--- src/rtl/ebls_pkg.sv ---
// Shared types and constants for the energy budget load shedder.
// Holds the transaction structs, the sequencer state type and the control structs.
// No dependencies.
package ebls_pkg;

  // Size of the consumer slot table.
  localparam int NUM_SLOTS   = 8;
  localparam int SLOT_IDX_W  = (NUM_SLOTS > 1) ? $clog2(NUM_SLOTS) : 1;
  localparam int SLOT_CNT_W  = $clog2(NUM_SLOTS + 1);
  localparam int MASK_SLOTS  = (NUM_SLOTS < 8) ? NUM_SLOTS : 8;

  // Energy datapath widths.
  localparam int ENERGY_W    = 16;
  localparam int SUM_W       = ENERGY_W + SLOT_IDX_W;
  localparam int BAL_W       = SUM_W + 1;
  localparam int LVL_W       = SUM_W + 2;

  // Function codes of an input transaction.
  localparam logic [1:0] FUNC_TICK       = 2'd0;
  localparam logic [1:0] FUNC_CONNECT    = 2'd1;
  localparam logic [1:0] FUNC_DISCONNECT = 2'd2;

  // Configuration register indexes.
  localparam int CFG_IDX_W = 1;
  localparam logic [CFG_IDX_W-1:0] REG_REGEN    = 1'd0;
  localparam logic [CFG_IDX_W-1:0] REG_CAPACITY = 1'd1;

  typedef struct packed {
    logic [1:0]          func;
    logic [2:0]          slot;
    logic [ENERGY_W-1:0] demand;
  } in_t;

  typedef struct packed {
    logic [ENERGY_W-1:0] stored_level;
    logic [7:0]          online_mask;
    logic                shed;
  } out_t;

  // Sequencer phases.
  typedef enum logic [2:0] {
    ST_IDLE,
    ST_SUM,
    ST_DECIDE,
    ST_SHED,
    ST_LEVEL,
    ST_FIN
  } state_t;

  // Sequencer to datapath.
  typedef struct packed {
    state_t                phase;
    logic                  rd_en;
    logic [SLOT_IDX_W-1:0] rd_addr;
    logic                  proc_vld;
    logic [SLOT_IDX_W-1:0] proc_idx;
  } ctrl_t;

  // Datapath to sequencer.
  typedef struct packed {
    logic shed_go;
    logic out_free;
  } stat_t;

endpackage

--- src/rtl/ebls_ram.sv ---
// Generic single write port, single read port RAM with registered read data.
// No dependencies.
module ebls_ram #(
  parameter int WIDTH = 16,
  parameter int DEPTH = 8,
  parameter int ADDR_W = (DEPTH > 1) ? $clog2(DEPTH) : 1
) (
  input  logic              clk,
  input  logic              we,
  input  logic [ADDR_W-1:0] waddr,
  input  logic [WIDTH-1:0]  wdata,
  input  logic              re,
  input  logic [ADDR_W-1:0] raddr,
  output logic [WIDTH-1:0]  rdata
);

  logic [WIDTH-1:0] mem [DEPTH];

  // Write port.
  always_ff @(posedge clk) begin
    if (we) begin
      mem[waddr] <= wdata;
    end
  end

  // Read port with registered read data.
  always_ff @(posedge clk) begin
    if (re) begin
      rdata <= mem[raddr];
    end
  end

endmodule

--- src/rtl/ebls_ctrl.sv ---
// Sequencer of the energy budget load shedder: phase FSM and slot walk counter.
// Depends on ebls_pkg.
module ebls_ctrl (
  input  logic           clk,
  input  logic           rst,
  input  logic           in_fire,
  input  logic           in_is_tick,
  input  ebls_pkg::stat_t stat,
  output ebls_pkg::ctrl_t ctrl
);
  import ebls_pkg::*;

  state_t                state;
  state_t                state_next;
  logic [SLOT_CNT_W-1:0] cnt;
  logic                  rd_pend;
  logic [SLOT_IDX_W-1:0] rd_idx;
  logic                  walking;
  logic                  walk_end;

  assign walking  = (state == ST_SUM) || (state == ST_SHED);
  assign walk_end = (cnt == SLOT_CNT_W'(NUM_SLOTS));

  // Next phase.
  always_comb begin
    state_next = state;
    unique case (state)
      ST_IDLE: begin
        if (in_fire) begin
          state_next = in_is_tick ? ST_SUM : ST_FIN;
        end
      end
      ST_SUM: begin
        if (walk_end) begin
          state_next = ST_DECIDE;
        end
      end
      ST_DECIDE: begin
        state_next = stat.shed_go ? ST_SHED : ST_LEVEL;
      end
      ST_SHED: begin
        if (walk_end) begin
          state_next = ST_LEVEL;
        end
      end
      ST_LEVEL: begin
        state_next = ST_FIN;
      end
      ST_FIN: begin
        if (stat.out_free) begin
          state_next = ST_IDLE;
        end
      end
      default: begin
        state_next = ST_IDLE;
      end
    endcase
  end

  always_ff @(posedge clk) begin
    if (rst) begin
      state <= ST_IDLE;
    end else begin
      state <= state_next;
    end
  end

  // Walk counter: one RAM read issued per cycle, data handled the cycle after.
  always_ff @(posedge clk) begin
    if (rst) begin
      cnt     <= '0;
      rd_pend <= 1'b0;
    end else if (walking && !walk_end) begin
      cnt     <= cnt + SLOT_CNT_W'(1);
      rd_pend <= 1'b1;
    end else begin
      cnt     <= '0;
      rd_pend <= 1'b0;
    end
  end

  always_ff @(posedge clk) begin
    if (walking && !walk_end) begin
      rd_idx <= cnt[SLOT_IDX_W-1:0];
    end
  end

  // Control outputs to the datapath.
  always_comb begin
    ctrl.phase    = state;
    ctrl.rd_en    = walking && !walk_end;
    ctrl.rd_addr  = cnt[SLOT_IDX_W-1:0];
    ctrl.proc_vld = walking && rd_pend;
    ctrl.proc_idx = rd_idx;
  end

endmodule

--- src/rtl/energy_budget_load_shedder.sv ---
// Energy budget load shedder: an energy store that feeds a table of NUM_SLOTS consumer slots.
// A connect or disconnect transaction updates one slot and goes straight to the result phase,
// which loads the result into the output register. A tick walks the slot demand RAM once to
// sum the connected demands (one read per cycle on the single read port), decides whether
// to shed, and when shedding walks the RAM a second time in ascending slot order to pick
// the consumers that stay online, then updates the stored level and loads its result
// before the next transaction is accepted.
// One transaction is in flight at a time; its result waits in an output register.
// Depends on ebls_pkg, ebls_ram and ebls_ctrl.
module energy_budget_load_shedder (
  input  logic                            clk,
  input  logic                            rst,
  input  logic                            in_valid,
  output logic                            in_ready,
  input  ebls_pkg::in_t                   in_data,
  output logic                            out_valid,
  input  logic                            out_ready,
  output ebls_pkg::out_t                  out_data,
  input  logic                            cfg_we,
  input  logic [ebls_pkg::CFG_IDX_W-1:0]  cfg_index,
  input  logic [ebls_pkg::ENERGY_W-1:0]   cfg_wdata
);
  import ebls_pkg::*;

  ctrl_t                 ctrl;
  stat_t                 stat;
  logic                  in_fire;
  logic                  slot_ok;
  logic [SLOT_IDX_W-1:0] slot_idx;
  logic                  ram_we;
  logic [ENERGY_W-1:0]   rd_data;

  logic [ENERGY_W-1:0]   regen;
  logic [ENERGY_W-1:0]   capacity;
  logic [ENERGY_W-1:0]   stored;
  logic [NUM_SLOTS-1:0]  connected;
  logic [NUM_SLOTS-1:0]  online;
  logic [SUM_W-1:0]      acc;
  logic signed [BAL_W-1:0] bal;
  logic [ENERGY_W-1:0]   rem;
  logic                  failed;
  logic                  shed_r;

  logic [BAL_W-1:0]      deficit;
  logic signed [BAL_W-1:0] bal_src;
  logic signed [LVL_W-1:0] lvl;
  logic [ENERGY_W-1:0]   stored_next;
  logic [7:0]            mask;

  assign in_ready = (ctrl.phase == ST_IDLE);
  assign in_fire  = in_valid && in_ready;
  assign slot_ok  = (32'(in_data.slot) < 32'(NUM_SLOTS));
  assign slot_idx = SLOT_IDX_W'(in_data.slot);
  assign ram_we   = in_fire && (in_data.func == FUNC_CONNECT) && slot_ok;

  // Sequencer.
  ebls_ctrl u_ctrl (
    .clk        (clk),
    .rst        (rst),
    .in_fire    (in_fire),
    .in_is_tick (in_data.func == FUNC_TICK),
    .stat       (stat),
    .ctrl       (ctrl)
  );

  // Per-slot demand store.
  ebls_ram #(
    .WIDTH (ENERGY_W),
    .DEPTH (NUM_SLOTS)
  ) u_demand_ram (
    .clk   (clk),
    .we    (ram_we),
    .waddr (slot_idx),
    .wdata (in_data.demand),
    .re    (ctrl.rd_en),
    .raddr (ctrl.rd_addr),
    .rdata (rd_data)
  );

  // Configuration registers.
  always_ff @(posedge clk) begin
    if (rst) begin
      regen    <= '0;
      capacity <= '0;
    end else if (cfg_we) begin
      case (cfg_index)
        REG_REGEN:    regen    <= cfg_wdata;
        REG_CAPACITY: capacity <= cfg_wdata;
        default: ;
      endcase
    end
  end

  // Shedding decision: the demand sum exceeds regeneration and the store cannot cover the deficit.
  always_comb begin
    deficit      = BAL_W'(acc) - BAL_W'(regen);
    stat.shed_go = (acc > SUM_W'(regen)) && (BAL_W'(stored) <= deficit);
    stat.out_free = !out_valid || out_ready;
  end

  // New stored level, clamped to the capacity and to zero.
  always_comb begin
    bal_src = shed_r ? $signed(BAL_W'(rem)) : bal;
    lvl     = $signed(LVL_W'(stored)) + LVL_W'(bal_src);
    if (lvl > $signed(LVL_W'(capacity))) begin
      stored_next = capacity;
    end else if (lvl < 0) begin
      stored_next = '0;
    end else begin
      stored_next = lvl[ENERGY_W-1:0];
    end
  end

  // Slot status bits.
  always_ff @(posedge clk) begin
    if (rst) begin
      connected <= '0;
      online    <= '0;
    end else begin
      if (in_fire && slot_ok && (in_data.func == FUNC_CONNECT)) begin
        connected[slot_idx] <= 1'b1;
        online[slot_idx]    <= 1'b1;
      end else if (in_fire && slot_ok && (in_data.func == FUNC_DISCONNECT)) begin
        connected[slot_idx] <= 1'b0;
        online[slot_idx]    <= 1'b0;
      end
      if ((ctrl.phase == ST_DECIDE) && !stat.shed_go) begin
        online <= online | connected;
      end
      if ((ctrl.phase == ST_SHED) && ctrl.proc_vld && connected[ctrl.proc_idx]) begin
        online[ctrl.proc_idx] <= !failed && (rem > rd_data);
      end
    end
  end

  // Tick arithmetic: demand sum, balance and the shedding walk.
  always_ff @(posedge clk) begin
    if (in_fire) begin
      acc <= '0;
    end else if ((ctrl.phase == ST_SUM) && ctrl.proc_vld && connected[ctrl.proc_idx]) begin
      acc <= acc + SUM_W'(rd_data);
    end
    if (ctrl.phase == ST_DECIDE) begin
      bal    <= $signed(BAL_W'(regen)) - $signed(BAL_W'(acc));
      rem    <= regen;
      failed <= 1'b0;
    end else if ((ctrl.phase == ST_SHED) && ctrl.proc_vld && connected[ctrl.proc_idx]) begin
      if (!failed && (rem > rd_data)) begin
        rem <= rem - rd_data;
      end else begin
        failed <= 1'b1;
      end
    end
  end

  // Shed flag and stored energy.
  always_ff @(posedge clk) begin
    if (rst) begin
      shed_r <= 1'b0;
      stored <= '0;
    end else begin
      if (in_fire) begin
        shed_r <= 1'b0;
      end else if (ctrl.phase == ST_DECIDE) begin
        shed_r <= stat.shed_go;
      end
      if (ctrl.phase == ST_LEVEL) begin
        stored <= stored_next;
      end
    end
  end

  // Online mask of the first eight slots.
  always_comb begin
    mask = '0;
    for (int s = 0; s < MASK_SLOTS; s++) begin
      mask[s] = connected[s] && online[s];
    end
  end

  // Output register.
  always_ff @(posedge clk) begin
    if (rst) begin
      out_valid <= 1'b0;
    end else if ((ctrl.phase == ST_FIN) && stat.out_free) begin
      out_valid <= 1'b1;
    end else if (out_ready) begin
      out_valid <= 1'b0;
    end
  end

  always_ff @(posedge clk) begin
    if ((ctrl.phase == ST_FIN) && stat.out_free) begin
      out_data.stored_level <= stored;
      out_data.online_mask  <= mask;
      out_data.shed         <= shed_r;
    end
  end

  // A slot is never online without being connected.
  assert property (@(posedge clk) disable iff (rst) (online & ~connected) == '0)
    else $error("online bit set on a disconnected slot");

  // Only one transaction is in flight at a time.
  assert property (@(posedge clk) disable iff (rst) in_fire |=> !in_ready)
    else $error("input accepted while a transaction is in flight");

  // The demand RAM is written only between transactions, never during a walk.
  assert property (@(posedge clk) disable iff (rst) ram_we |-> !ctrl.rd_en && !ctrl.proc_vld)
    else $error("demand RAM written during a slot walk");

  // A result is loaded only when the output register can take it.
  assert property (@(posedge clk) disable iff (rst)
      (out_valid && !out_ready && (ctrl.phase == ST_FIN)) |=> (ctrl.phase == ST_FIN))
    else $error("sequencer left the result phase while the output was blocked");

endmodule

--- config.mk ---
export PLATFORM = sky130hd
export DESIGN_NAME = energy_budget_load_shedder
export DESIGN_NICKNAME = d
export VERILOG_FILES = /design/src/rtl/ebls_pkg.sv /design/src/rtl/ebls_ram.sv /design/src/rtl/ebls_ctrl.sv /design/src/rtl/energy_budget_load_shedder.sv
export SDC_FILE = /design/constraint.sdc
export NUM_CORES = 1
export LEC_CHECK = 0
export BUFFER_PORTS_ARGS = -buffer_cell sky130_fd_sc_hd__buf_2
export CORE_ASPECT_RATIO = 0.7
export CORE_MARGIN = 2
export CORE_UTILIZATION = 55
export CTS_CLUSTER_DIAMETER = 120
export DETAILED_ROUTE_END_ITERATION = 16
export PLACE_DENSITY_LB_ADDON = 0.15
export SLEW_MARGIN = 20
export SYNTH_ARGS = -nofsm -noshare
export SYNTH_HDL_FRONTEND = slang
export SYNTH_SLANG_ARGS = --single-unit
--- constraint.sdc ---
create_clock -name clk -period 9.1 [get_ports clk]
set_input_delay 0.91 -clock clk [delete_from_list [all_inputs] [get_ports clk]]
set_output_delay 0.91 -clock clk [all_outputs]
set_load 0.01 [all_outputs]
== After elaboration in Yosys (flattened, before gate mapping) ==
Memory sizes are Yosys's and may differ from the RTL's. A register that Yosys moved wholly into a read port is not among the register bits.
Cells that the tools add are included.

* Register bits after elaboration: 158
* Memory bits (writable): 128
* Bits of input ports: 43
* Output and inout port bits: 27
* Word-level logic and storage cells: 129
* Memories kept: 1

{| class="wikitable"
|+ Memories
! name !! words !! bits a word !! read ports !! clocked after Yosys merged registers in !! wr ports !! line !! source
|-
| u_demand_ram.mem || 8 || 16 || 1 || 1 || 1 || ebls_ram.sv:17 || <nowiki>logic [WIDTH-1:0] mem [DEPTH];</nowiki>
|}

* Add/sub/neg operators: 6
* Order comparisons: 9
* Equal/unequal tests: 12
* Multiplexer cells: 32
* Bitwise logic cells: 9
* Reduce and logical (&&, ||, !) cells: 42

{| class="wikitable"
|+ Operators with widths
! kind !! count
|-
| 16-bit two-way mux || 5
|-
| 8-bit two-way mux || 7
|-
| 8-bit bitwise OR || 3
|-
| 1-bit logical AND || 23
|-
| 17-bit by 20-bit adder with 21-bit output || 1
|-
| 21-bit by 17-bit greater-than comparator with 1-bit output || 1
|-
| 21-bit by 1-bit < comparator with 1-bit output (second input constant) || 1
|-
| 16-bit by 20-bit less-or-equal comparator with 1-bit output || 1
|-
| 20-bit two-way mux || 1
|-
| 16-bit by 19-bit subtractor with 20-bit output || 1
|-
| 19-bit by 16-bit subtractor with 20-bit output || 1
|-
| 19-bit by 16-bit adder with 19-bit output || 1
|-
| 19-bit by 16-bit greater-than comparator with 1-bit output || 1
|-
| 3-bit two-way mux || 6
|-
| 3-bit one-hot mux with 6 select lines || 1
|-
| 8-bit bitwise AND || 2
|-
| 16-bit greater-than comparator || 1
|-
| 16-bit subtractor || 1
|-
| 8-bit bitwise mux || 1
|-
| 3-bit by 4-bit < comparator with 1-bit output (second input constant) || 2
|-
| 1-bit two-way mux || 8
|-
| 8-bit inverter || 1
|-
| 2-bit AND reduction || 4
|-
| 2-bit nonzero test || 4
|-
| other kinds (19) || 32
|}

== Depth between registers and ports, before layout ==
Gate-level depths: netlist of the first run.

* Depth in word-level cells: 12
* Gate-level depth with buffers: 23
* Depth with buffers taken out: 21

== Cells and area by module ==
Synthesis of the first run repeated with hierarchy kept, for this count alone.

* Cells, all modules: 1485
* Area, all modules: 16602.2 um2

{| class="wikitable"
|+ By module, submodules not included
! module !! instances !! cells each !! area each (um2) !! sequential area each (um2)
|-
| energy_budget_load_shedder || 1 || 1220 || 10608.9 || 3553.4
|-
| ebls_ram || 1 || 214 || 5454.0 || 4324.1
|-
| ebls_ctrl || 1 || 51 || 539.3 || 250.2
|}

== Least setup slack after synthesis of the first run ==
OpenSTA, ideal clock, no wires.

* Path kind: flip-flop to flip-flop
* Start: register shed_r
* End: register stored[13]
* Setup time: 0.091 ns
* Arrival time: 4.534 ns
* Data required time: 9.009 ns
* Slack: 4.475 ns
* Cell stages (with the launch flop): 23
* Buffers on the path: 3
* Clock period less this slack: 4.625 ns
* Cell sequence: dfxtp_1 -> buf_1 -> buf_1 -> mux2i_1 -> inv_1 -> ha_1 -> a211oi_1 -> o21ai_1 -> o211ai_2 -> o21ai_0 -> a21o_1 -> a21oi_1 -> xnor2_1 -> ha_1 -> a21oi_1 -> nand2_1 -> a2111oi_0 -> o31ai_1 -> a21oi_1 -> and4_4 -> buf_6 -> nand2_1 -> a311oi_1

* Word-level cells in the longest chain between the ends: 5
* Elaborated cells on any way between the ends: 6
* Classes of those cells: 1 x add/sub; 2 x order compare; 3 x mux

{| class="wikitable"
|+ RTL lines
! what !! line !! source
|-
| start, declared || energy_budget_load_shedder.sv:42 || <nowiki>logic shed_r;</nowiki>
|-
| start signal, assigned || energy_budget_load_shedder.sv:165 || <nowiki>shed_r <= stat.shed_go;</nowiki>
|-
| 20-bit two-way mux (*) || energy_budget_load_shedder.sv:103 || <nowiki>bal_src = shed_r ? $signed(BAL_W'(rem)) : bal;</nowiki>
|-
| 17-bit by 20-bit adder with 21-bit output (*) || energy_budget_load_shedder.sv:104 || <nowiki>lvl = $signed(LVL_W'(stored)) + LVL_W'(bal_src);</nowiki>
|-
| 21-bit by 1-bit < comparator with 1-bit output || energy_budget_load_shedder.sv:107 || <nowiki>end else if (lvl < 0) begin</nowiki>
|-
| 16-bit two-way mux || energy_budget_load_shedder.sv:107 ||
|-
| 16-bit two-way mux (*) || energy_budget_load_shedder.sv:105 || <nowiki>if (lvl > $signed(LVL_W'(capacity))) begin</nowiki>
|-
| end signal, assigned || energy_budget_load_shedder.sv:168 || <nowiki>stored <= stored_next;</nowiki>
|-
| end, declared || energy_budget_load_shedder.sv:35 || <nowiki>logic [ENERGY_W-1:0] stored;</nowiki>
|}

Mark *: on every way between the ends. The rest lies on a longest branch, timed or not.
A chain may end at the register's enable or synchronous reset.

== Worst setup path after layout of the first run ==
* Start: register regen[2]
* End: register online[0]

* Word-level cells in the longest chain between the ends: 9
* Elaborated cells on any way between the ends: 10
* Classes of those cells: 1 x add/sub; 2 x order compare; 4 x mux; 3 x reduce/logical

{| class="wikitable"
|+ RTL lines
! what !! line !! source
|-
| start, declared || energy_budget_load_shedder.sv:33 || <nowiki>logic [ENERGY_W-1:0] regen;</nowiki>
|-
| start signal, assigned || energy_budget_load_shedder.sv:87 || <nowiki>REG_REGEN: regen <= cfg_wdata;</nowiki>
|-
| 19-bit by 16-bit subtractor with 20-bit output || energy_budget_load_shedder.sv:96 || <nowiki>deficit = BAL_W'(acc) - BAL_W'(regen);</nowiki>
|-
| 16-bit by 20-bit less-or-equal comparator with 1-bit output || energy_budget_load_shedder.sv:97 || <nowiki>stat.shed_go = (acc > SUM_W'(regen)) && (BAL_W'(stored) <= deficit);</nowiki>
|-
| 1-bit logical AND (*) || energy_budget_load_shedder.sv:97 ||
|-
| 1-bit zero test (*) || energy_budget_load_shedder.sv:127 || <nowiki>if ((ctrl.phase == ST_DECIDE) && !stat.shed_go) begin</nowiki>
|-
| 1-bit logical AND (*) || energy_budget_load_shedder.sv:127 ||
|-
| 8-bit two-way mux (*) || energy_budget_load_shedder.sv:127 ||
|-
| 8-bit two-way mux (*) || energy_budget_load_shedder.sv:116 || <nowiki>if (rst) begin</nowiki>
|-
| 8-bit bitwise mux || energy_budget_load_shedder.sv:131 || <nowiki>online[ctrl.proc_idx] <= !failed && (rem > rd_data);</nowiki>
|-
| 8-bit two-way mux (*) || energy_budget_load_shedder.sv:130 || <nowiki>if ((ctrl.phase == ST_SHED) && ctrl.proc_vld && connected[ctrl.proc_idx]) begin</nowiki>
|-
| end signal, assigned || energy_budget_load_shedder.sv:128 || <nowiki>online <= online | connected;</nowiki>
|-
| end signal, assigned by index || energy_budget_load_shedder.sv:131 ||
|-
| end, declared || energy_budget_load_shedder.sv:37 || <nowiki>logic [NUM_SLOTS-1:0] online;</nowiki>
|}

Mark *: on every way between the ends. The rest lies on a longest branch, timed or not. The select of a mux whose other input is x is not followed.

==> impl_metrics.toml, run 1 <==
[grt]
gr-total-overflow = 0
first_global_vias = 11400
grt_usage = 0.275
grt_antenna_before_repair = 1
grt_pass1_wl_um = 66800
grt_max_degree = 66

[synth]
ys_warn_count = 0
ys_seq_area_frac = 0.484
synth_top_flop_cell = "edfxtp_1"
synth_edf_count = 208
synth_top_area_cell = "edfxtp_1"
synth_area_leaders = "edfxtp_1 37%, dfxtp_1 11%, ha_1 8.5%"
syn_nets = 1724
synth.avg_cell_area_um2 = 10.8
async_reset_ff_frac = 0
syn_area_um2 = 16800
ys_types = 75
syn_inst = 1562
synth_top_area_share = 0.372
synth_seq_cells = 302

[critical_path]
slowest_delay_ps = 770
cp_max_fo = 18
cp-end-kind = "flop"
worstReg2RegStart = "regen[2]$_SDFFE_PP0P_"
critPathBufInv = 1
path_cells = "inv_1, ha_1, o21ai_2, a21oi_1, o31a_1, o41ai_4, o21ai_1, a31oi_1, o21bai_1, a21oi_1, xor2_1, ha_1, nand4_1, nor3_1, o21a_1, o31ai_1, a2111oi_0, nand4_1, o22ai_2, mux2i_1, a2111oi_2"
critPathSlowestCell = "o22ai_2"
path_delay_family = "compound AO/OA/AOI/OAI gates"
critPathKind = "reg2reg"
cp.arrival_ps = 6090
cp-start-kind = "flop"
crit_start = "regen[2]$_SDFFE_PP0P_"
crit_required_ps = 9570

[route]
vias = 12200
routed_wl_um = 43000
firstDrtPassIters = 5
drtIter0Drc = 1451
vias_per_cell = 6.00
wl_per_cell_um = 21.1
route.detailed.drc = 0
postRouteAntennaNets = 0

[power_and_ir_drop]
power.leakage_nw = 6.91
power_density_nw_per_um2 = 183
ir_drop_mv = 0.151

[final_layout]
layout_commonest_cell = "edfxtp_1"
layout.nets = 1765
area_growth_pct = 10.5
drive_above_1_share = 0.141
final_cell_mix = "208 x edfxtp_1, 148 x nand2_1, 129 x a21oi_1, 114 x ha_1, 112 x inv_1"
diodes = 0
fin_util = 0.617
fill_cells = 2430

[timing]
timing.fmax_mhz = 178
fin_skew_ps = 14.6
maxSlewHeadroom = 0.322
finalCriticalPeriod_ps = 5620
hold_violations = 0
worst_pin_slew_ps = 1020
min_period_over_period = 0.617
rsz0062_at_grt = "no"
finalMaxSlewViolations = 0
finalSetupViolCount = 0
tns_ps = 0

[clocking]
worstSkewPairLatency_ps = 580
cts_tree = "built"
cts_root_buf = "clkbuf_16"
cts_setup_buffers = 0
clk_pin_slew_ps = 70
cts_max_level = 1
cts_hold_buf = 0
cts_buffer_depth = 3
cts_sinks = 302
cts.repair.resized = 0
cts_buffers = 30

[floorplanning]
initial_core_util = 0.559
pin_count = 70
core_um2 = 30000
rows = 53
die_height_um = 150
die_area_um2 = 32000
die_x_um = 213

[placed_design]
place.gp.congestion = 1.02
hpwl_um = 30900
numPortBuffers = 69

[flow_run]
maxCapViolCount = 0

[min_path]
hold_path.class = "reg2reg"
min-delay-start = "capacity[7]$_SDFFE_PP0P_"

[outcome]
outcome = "finished clean"
==> per-stage QoR <==
| step | power [W] | area, um2 | hold slack, ps | worst slack (ps) | std cells |
|---|---|---|---|---|---|
| global route | 0.00351 | 18500 | 501 | 2880 | 2039 |
| finish | 0.00339 | 18500 | 475 | 3480 | 2039 |
| floorplan | 0.00188 | 16800 | 423 | 4480 | 1562 |
| detailed placement | 0.00201 | 17400 | 466 | 3500 | 1983 |
| global placement | 0.00201 | 17400 | 462 | 3730 | 1983 |
| CTS | 0.00340 | 18500 | 476 | 3460 | 2039 |
==> registers in the layout, indices dropped and copies added (netlist names), 19 cells and up, named ones only <==
name,count
acc,19
u_demand_ram.mem,128
out_data,25
bal,20
==> final cells by class <==
| class | instances | area, um2 | share of cell area |
|---|---|---|---|
| Tap cell | 412 | 515 | 0.0278 |
| Clock buffer | 42 | 922 | 0.0497 |
| Sequential cell | 302 | 8130 | 0.438 |
| Timing Repair Buffer | 80 | 428 | 0.0231 |
| Multi-Input combinational cell | 1077 | 7930 | 0.428 |
| Clock inverter | 14 | 200 | 0.0108 |
| Inverter | 112 | 420 | 0.0227 |
==> worst reg2reg max path: cells and delay by family, from the launching register on <==
family          cells  cell delay, ps
buf+inv             1              80
xor+xnor            1              90
flops               1             360
fa+ha+maj           2             720
simple gates        3             570
compound gates     13            3430
mux                 1             230
==> where the power goes <==
part	switching, W	leakage, nW	total, W	internal [W]
clock	0.000546	0.541	0.00139	0.000848
combinational	0.000276	3.73	0.000456	0.000180
sequential	0.0000346	2.64	0.00154	0.00151
total	0.000857	6.91	0.00339	0.00253
==> Yosys cell counts, types with 13 or more instances <==
| library cell | n |
|---|---|
| a211oi_1 | 13 |
| a21o_1 | 25 |
| a21oi_1 | 129 |
| a311oi_1 | 13 |
| a31oi_1 | 14 |
| and2_1 | 16 |
| buf_2 | 18 |
| clkbuf_1 | 40 |
| dfxtp_1 | 94 |
| edfxtp_1 | 208 |
| ha_1 | 114 |
| inv_1 | 112 |
| mux2_2 | 34 |
| mux2i_1 | 18 |
| mux4_2 | 32 |
| nand2_1 | 148 |
| nand2b_1 | 22 |
| nand3_1 | 25 |
| nand3b_1 | 13 |
| nand4_1 | 14 |
| nor2_1 | 111 |
| nor2b_1 | 19 |
| nor3_1 | 29 |
| o21ai_0 | 61 |
| xnor2_1 | 48 |
| xor2_1 | 23 |
==> metal layers <==
layer,global-route usage,vias up,wire (um)
met1,0.444,5947,21500
met4,0.0538,0,647
met3,0.0615,46,3670
li1,-,5803,-
met5,0,-,0
met2,0.374,439,17200
==> cell families after synthesis <==
family          after synthesis  share of synthesized area
flops                       302                      0.484
compound gates              357                      0.139
buf+inv                     183                     0.0445
mux                          84                     0.0764
fa+ha+maj                   119                     0.0909
xor+xnor                     71                     0.0370
simple gates                446                      0.128
==> worst paths after layout <==
path | endpoint | slack [ps] | cells after the start
setup / recovery | online[0]$_SDFF_PP0_ | 3480 | 21
hold / removal | capacity[7]$_SDFFE_PP0P_ | 470 | 2
setup reg to reg | online[0]$_SDFF_PP0_ | 3480 | 21
hold reg to reg | capacity[7]$_SDFFE_PP0P_ | 470 | 2
Power figures use the tool's default switching activity.
==> inputs of run 2 (changes only) <==
==> constraint.sdc (replaced) <==
create_clock -name clk -period 5.6 [get_ports clk]
set_input_delay 0.56 -clock clk [delete_from_list [all_inputs] [get_ports clk]]
set_output_delay 0.56 -clock clk [all_outputs]
set_load 0.01 [all_outputs]
==> impl_metrics.toml, run 2 (synthesis results as in run 1) <==
[route]
drtIter0Drc = 1318
wl_per_cell_um = 21.0
firstDrtPassIters = 5
routed_wl_um = 42800
postRouteAntennaNets = 0
vias_per_cell = 6.06
vias = 12300
route.detailed.drc = 0

[timing]
timing.hold.ws_ps = 247
rsz0062_at_grt = "no"
finalSetupViolCount = 0
tns_ps = 0
min_period_over_period = 0.927
maxSlewHeadroom = 0.371
finalCriticalPeriod_ps = 5190
hold_violations = 0
fin_skew_ps = 10.7
worst_pin_slew_ps = 942
timing.fmax_mhz = 193
finalMaxSlewViolations = 0

[power_and_ir_drop]
power_density_nw_per_um2 = 280
comb_power_share = 0.144
ir_drop_mv = 0.210
power.leakage_nw = 6.83
p_seq_frac = 0.486
pwr-share-clk = 0.370
switching_share = 0.264
cell_internal_pwr_w = 0.00379
switchingPower_w = 0.00136

[final_layout]
area_growth_pct = 9.29
layout.nets = 1766
regMostFlops = "u_demand_ram.mem"
layout_commonest_cell = "edfxtp_1"
top_regs = "u_demand_ram.mem x128, out_data x25, bal x20"
largest_reg_flops = 128
final_cell_mix = "208 x edfxtp_1, 148 x nand2_1, 129 x a21oi_1, 114 x ha_1, 112 x inv_1"
drive_above_1_share = 0.138
diodes = 0

[clocking]
cts_sinks = 302
cts_setup_buffers = 0
clk_pin_slew_ps = 70
cts_root_buf = "clkbuf_16"
cts_buffer_depth = 3
cts_hold_buf = 0
cts_buffers = 28
cts_max_level = 1
cts_tree = "built"
worstSkewPairLatency_ps = 570

[critical_path]
slowest_delay_ps = 410
cp.arrival_ps = 5630
cp-start-kind = "flop"
critPathSlowestCell = "dfxtp_1"
cp-end-kind = "flop"
rr_endpoint = "online[3]$_SDFF_PP0_"
path_cells = "inv_1, ha_1, nand2b_1, a21oi_1, o31a_1, o41ai_4, o21ai_1, a31oi_1, o21bai_1, a21oi_1, xor2_1, ha_1, nand4_1, nor3_2, o21a_1, o31ai_1, a2111oi_2, nand4_1, o22ai_2, buf_6, nor4b_1, nor3_1"
critPathKind = "reg2reg"
reg2reg_depth = 22
crit_required_ps = 6040
cp_max_fo = 18
worstReg2RegStart = "regen[1]$_SDFFE_PP0P_"
rrSetupSlack_ps = 410

[floorplanning]
die_x_um = 213
die_area_um2 = 32000
die_height_um = 150
rows = 53
initial_core_util = 0.559
core_um2 = 30000
pin_count = 70

[min_path]
min_path_cells = 3
worstHoldEndpoint = "capacity[11]$_SDFFE_PP0P_"
min-delay-start = "cfg_wdata[11]"
hold_path.class = "in2reg"

[flow_run]
maxCapViolCount = 0

[grt]
grt_usage = 0.272
grt_antenna_before_repair = 0
grt_pass1_wl_um = 66500
first_global_vias = 11400
gr-total-overflow = 0
grt_max_degree = 66

[outcome]
outcome = "finished clean"

[placed_design]
numPortBuffers = 69
place.gp.congestion = 0.921
hpwl_um = 30900
run 2: how the worst max path moves through the flow:
stage	from	endpoint
floorplan	shed_r$_SDFFE_PP0P_	stored[14]$_SDFFE_PP0P_
global placement	regen[2]$_SDFFE_PP0P_	online[1]$_SDFF_PP0_
detailed placement	regen[1]$_SDFFE_PP0P_	online[0]$_SDFF_PP0_
CTS	regen[1]$_SDFFE_PP0P_	online[0]$_SDFF_PP0_
global route	regen[1]$_SDFFE_PP0P_	online[0]$_SDFF_PP0_
finish	regen[1]$_SDFFE_PP0P_	online[3]$_SDFF_PP0_
run 2: final cells by class:
class                   instances  area [um2]
repair buffers                 83         454
fillers                      2466       11700
flip-flops and latches        302        8130
multi-input cells            1077        7940
clock buffers                  39         795
clock inverters                13         100
well taps                     412         515
inverters                     112         420
run 2: what timing repair did:
item	in CTS	in global routing
endpoints found under the setup margin	0	11
gates resized for setup	0	4
hold endpoints to repair	0	0
run 2: critical path, delay by kind of cell (launching register included):
family / cells / cell delay [ps]
buffers and inverters: 2 / 370
flip-flops: 1 / 410
AND/OR/NAND/NOR: 6 / 1120
XOR/XNOR: 1 / 100
adder cells (fa/ha/maj): 2 / 660
AO/OA/AOI/OAI: 11 / 2380
run 2: power groups by stage:
stage / clock network, W / registers [W] / logic [W]
after floorplan: 0 / 0.00252 / 0.000530
after global placement: 0 / 0.00255 / 0.000708
after detailed placement: 0 / 0.00255 / 0.000718
after CTS: 0.00194 / 0.00250 / 0.000723
after global routing: 0.00201 / 0.00251 / 0.000819
final: 0.00191 / 0.00250 / 0.000739
run 2: stage by stage:
step            util  instances  area, um2  total power (W)  worst slack, ps
3_3_place_gp   0.581       1986      17400          0.00326              458
4_1_cts        0.610       2038      18300          0.00516              246
5_1_grt        0.611       2038      18400          0.00534             75.9
6_report       0.611       2038      18400          0.00515              406
2_1_floorplan      -       1562      16800          0.00305              975
3_5_place_dp   0.581       1986      17400          0.00327              285
run 2: metal layers:
metal | vias to the layer above | GRT usage | wire (um)
met4 | 0 | 0.0490 | 674
met3 | 55 | 0.0572 | 3970
met5 | - | 0 | 0
li1 | 5804 | - | -
met2 | 531 | 0.362 | 16700
met1 | 5957 | 0.449 | 21400
==> inputs of run 3 (changes only) <==
--- a/config.mk
+++ b/config.mk
@@ -5,7 +5,9 @@
 export SDC_FILE = /design/constraint.sdc
 export NUM_CORES = 1
 export LEC_CHECK = 0
+export ABC_AREA = 0
 export BUFFER_PORTS_ARGS = -buffer_cell sky130_fd_sc_hd__buf_2
+export CAP_MARGIN = 30
 export CORE_ASPECT_RATIO = 0.7
 export CORE_MARGIN = 2
 export CORE_UTILIZATION = 55
@@ -15,4 +17,5 @@
 export SLEW_MARGIN = 20
 export SYNTH_ARGS = -nofsm -noshare
 export SYNTH_HDL_FRONTEND = slang
+export SYNTH_HIERARCHICAL = 1
 export SYNTH_SLANG_ARGS = --single-unit
==> impl_metrics.toml, run 3 <==
[outcome]
outcome = "finished clean"

[final_layout]
area_growth_pct = 10.9
largest_reg_flops = 128
layout.nets = 1715
regMostFlops = "u_demand_ram/mem"
final_cell_mix = "208 x edfxtp_1, 134 x nand2_1, 115 x a21oi_1, 114 x ha_1, 107 x nor2_1"
diodes = 0
drive_above_1_share = 0.137
layout_commonest_cell = "edfxtp_1"
top_regs = "u_demand_ram/mem x128, out_data x25, bal x20"
fill_cells = 2401

[floorplanning]
die_x_um = 212
core_um2 = 29800
initial_core_util = 0.556
die_height_um = 149
die_area_um2 = 31600
pin_count = 70
rows = 53

[clocking]
cts_hold_buf = 0
cts_setup_buffers = 0
cts_sinks = 302
cts_buffers = 30
cts_root_buf = "clkbuf_16"
worstSkewPairLatency_ps = 580
cts_buffer_depth = 3
clk_pin_slew_ps = 70
cts_tree = "built"
cts_max_level = 1
cts.repair.resized = 0

[synth]
synth_edf_count = 208
synth_area_leaders = "edfxtp_1 38%, dfxtp_1 11%, ha_1 8.6%"
syn_area_um2 = 16600
ys_seq_area_frac = 0.490
synth_top_area_cell = "edfxtp_1"
syn_inst = 1485
synth_common_cells = "208 x edfxtp_1, 134 x nand2_1, 115 x a21oi_1"
async_reset_ff_frac = 0
synth_seq_cells = 302
synth_top_area_share = 0.376
synth.avg_cell_area_um2 = 11.2
ys_types = 84
ys_warn_count = 6
syn_nets = 1647
yosysMostFrequentCell = "edfxtp_1"
synth_top_flop_cell = "edfxtp_1"

[timing]
worst_pin_slew_ps = 918
finalSetupViolCount = 0
rsz0062_at_grt = "no"
timing.fmax_mhz = 192
hold_violations = 0
finalCriticalPeriod_ps = 5200
tns_ps = 0
finalMaxSlewViolations = 0
fin_skew_ps = 12.8
min_period_over_period = 0.928
maxSlewHeadroom = 0.372

[route]
route.detailed.drc = 0
vias = 11800
wl_per_cell_um = 20.6
postRouteAntennaNets = 0
routed_wl_um = 40400
firstDrtPassIters = 6
drtIter0Drc = 1270
vias_per_cell = 6.01

[placed_design]
place.gp.congestion = 0.927
numPortBuffers = 69
hpwl_um = 29200

[critical_path]
cp_max_fo = 21
rr_endpoint = "stored[3]$_SDFFE_PP0N_"
cp-end-kind = "flop"
worstReg2RegStart = "shed_r$_SDFFE_PP0P_"
critPathKind = "reg2reg"
cp-start-kind = "flop"
rrSetupSlack_ps = 400
crit_required_ps = 6060
cp.arrival_ps = 5650
reg2reg_depth = 20

[min_path]
hold_path.class = "in2reg"
worstHoldEndpoint = "capacity[7]$_SDFFE_PP0P_"
min_path_cells = 3
min-delay-start = "cfg_wdata[7]"

[power_and_ir_drop]
power_w = 0.00650
ir_drop_mv = 0.332
power.leakage_nw = 7.00
power_density_nw_per_um2 = 353

[grt]
grt_antenna_before_repair = 0
grt_max_degree = 44
grt_pass1_wl_um = 62100
first_global_vias = 10700
grt_util_met3 = 0.0463
grt_usage = 0.257
grtUsageMet2 = 0.361
gr-total-overflow = 0
top_usage_layer = "met1"
gr-usage-met1 = 0.418

[flow_run]
maxCapViolCount = 0
[run 3: final cells by class]
type	count	area [um2]	share of cell area
Clock inverter	17	180	0.00979
Multi-Input combinational cell	1026	7840	0.426
Sequential cell	302	8130	0.442
Clock buffer	39	846	0.0460
Tap cell	385	482	0.0262
Timing Repair Buffer	96	568	0.0309
Inverter	97	364	0.0198
[run 3: how the worst max path moves through the flow]
stage	endpoint	from	depth (start not counted)
after floorplan	stored[6]$_SDFFE_PP0N_	shed_r$_SDFFE_PP0P_	23
after global placement	stored[9]$_SDFFE_PP0N_	shed_r$_SDFFE_PP0P_	20
after detailed placement	stored[3]$_SDFFE_PP0N_	shed_r$_SDFFE_PP0P_	20
after CTS	stored[3]$_SDFFE_PP0N_	shed_r$_SDFFE_PP0P_	20
after global routing	stored[3]$_SDFFE_PP0N_	shed_r$_SDFFE_PP0P_	21
final	stored[3]$_SDFFE_PP0N_	shed_r$_SDFFE_PP0P_	20
[run 3: report_power, final]
part / leakage, nW / internal [W] / switching, W
combinational: 3.85 / 0.000670 / 0.000951
clock: 0.503 / 0.00121 / 0.000882
sequential: 2.65 / 0.00263 / 0.000156
[run 3: cells by family (layout without fill, tap and decap cells)]
logic type / Yosys count / in the layout / synth area share
simple gates: 411 / 411 / 0.119
compound gates: 339 / 339 / 0.136
flops: 302 / 302 / 0.490
buf+inv: 157 / 249 / 0.0399
fa+ha+maj: 119 / 119 / 0.0919
mux: 86 / 86 / 0.0867
xor+xnor: 71 / 71 / 0.0375
[run 3: metrics by stage]
| step | hold WS (ps) | instance area [um2] | util | cells | setup slack (ps) |
|---|---|---|---|---|---|
| finish | 230 | 18400 | 0.617 | 1962 | 403 |
| global placement | 470 | 17300 | 0.581 | 1903 | 613 |
| CTS | 214 | 18400 | 0.616 | 1961 | 333 |
| detailed placement | 480 | 17400 | 0.582 | 1905 | 376 |
| floorplan | 449 | 16600 | - | 1485 | 652 |
| global route | 218 | 18400 | 0.617 | 1962 | 117 |
[run 3: routing by layer]
layer  up-vias  share of wire
li1       5616              -
met1      5767           0.50
met2       368           0.41
met3        41          0.071
met4         0          0.012
met5         -              0
[run 3: critical path, cell delays in order, from the launching register on]
cell and delay [ps]:
dfxtp_1 340, buf_4 290, mux2_2 370, ha_1 350, o21ai_0 120, o21bai_1 230
a211oi_2 140, o31ai_2 480, a21o_1 190, a21oi_1 70, xnor2_1 420, ha_1 350
o21ai_0 190, nand2b_1 80, a21oi_1 150, a31oi_1 70, nand2_1 90, o221ai_1 230
nor2b_1 320, buf_4 230, a221o_1 350
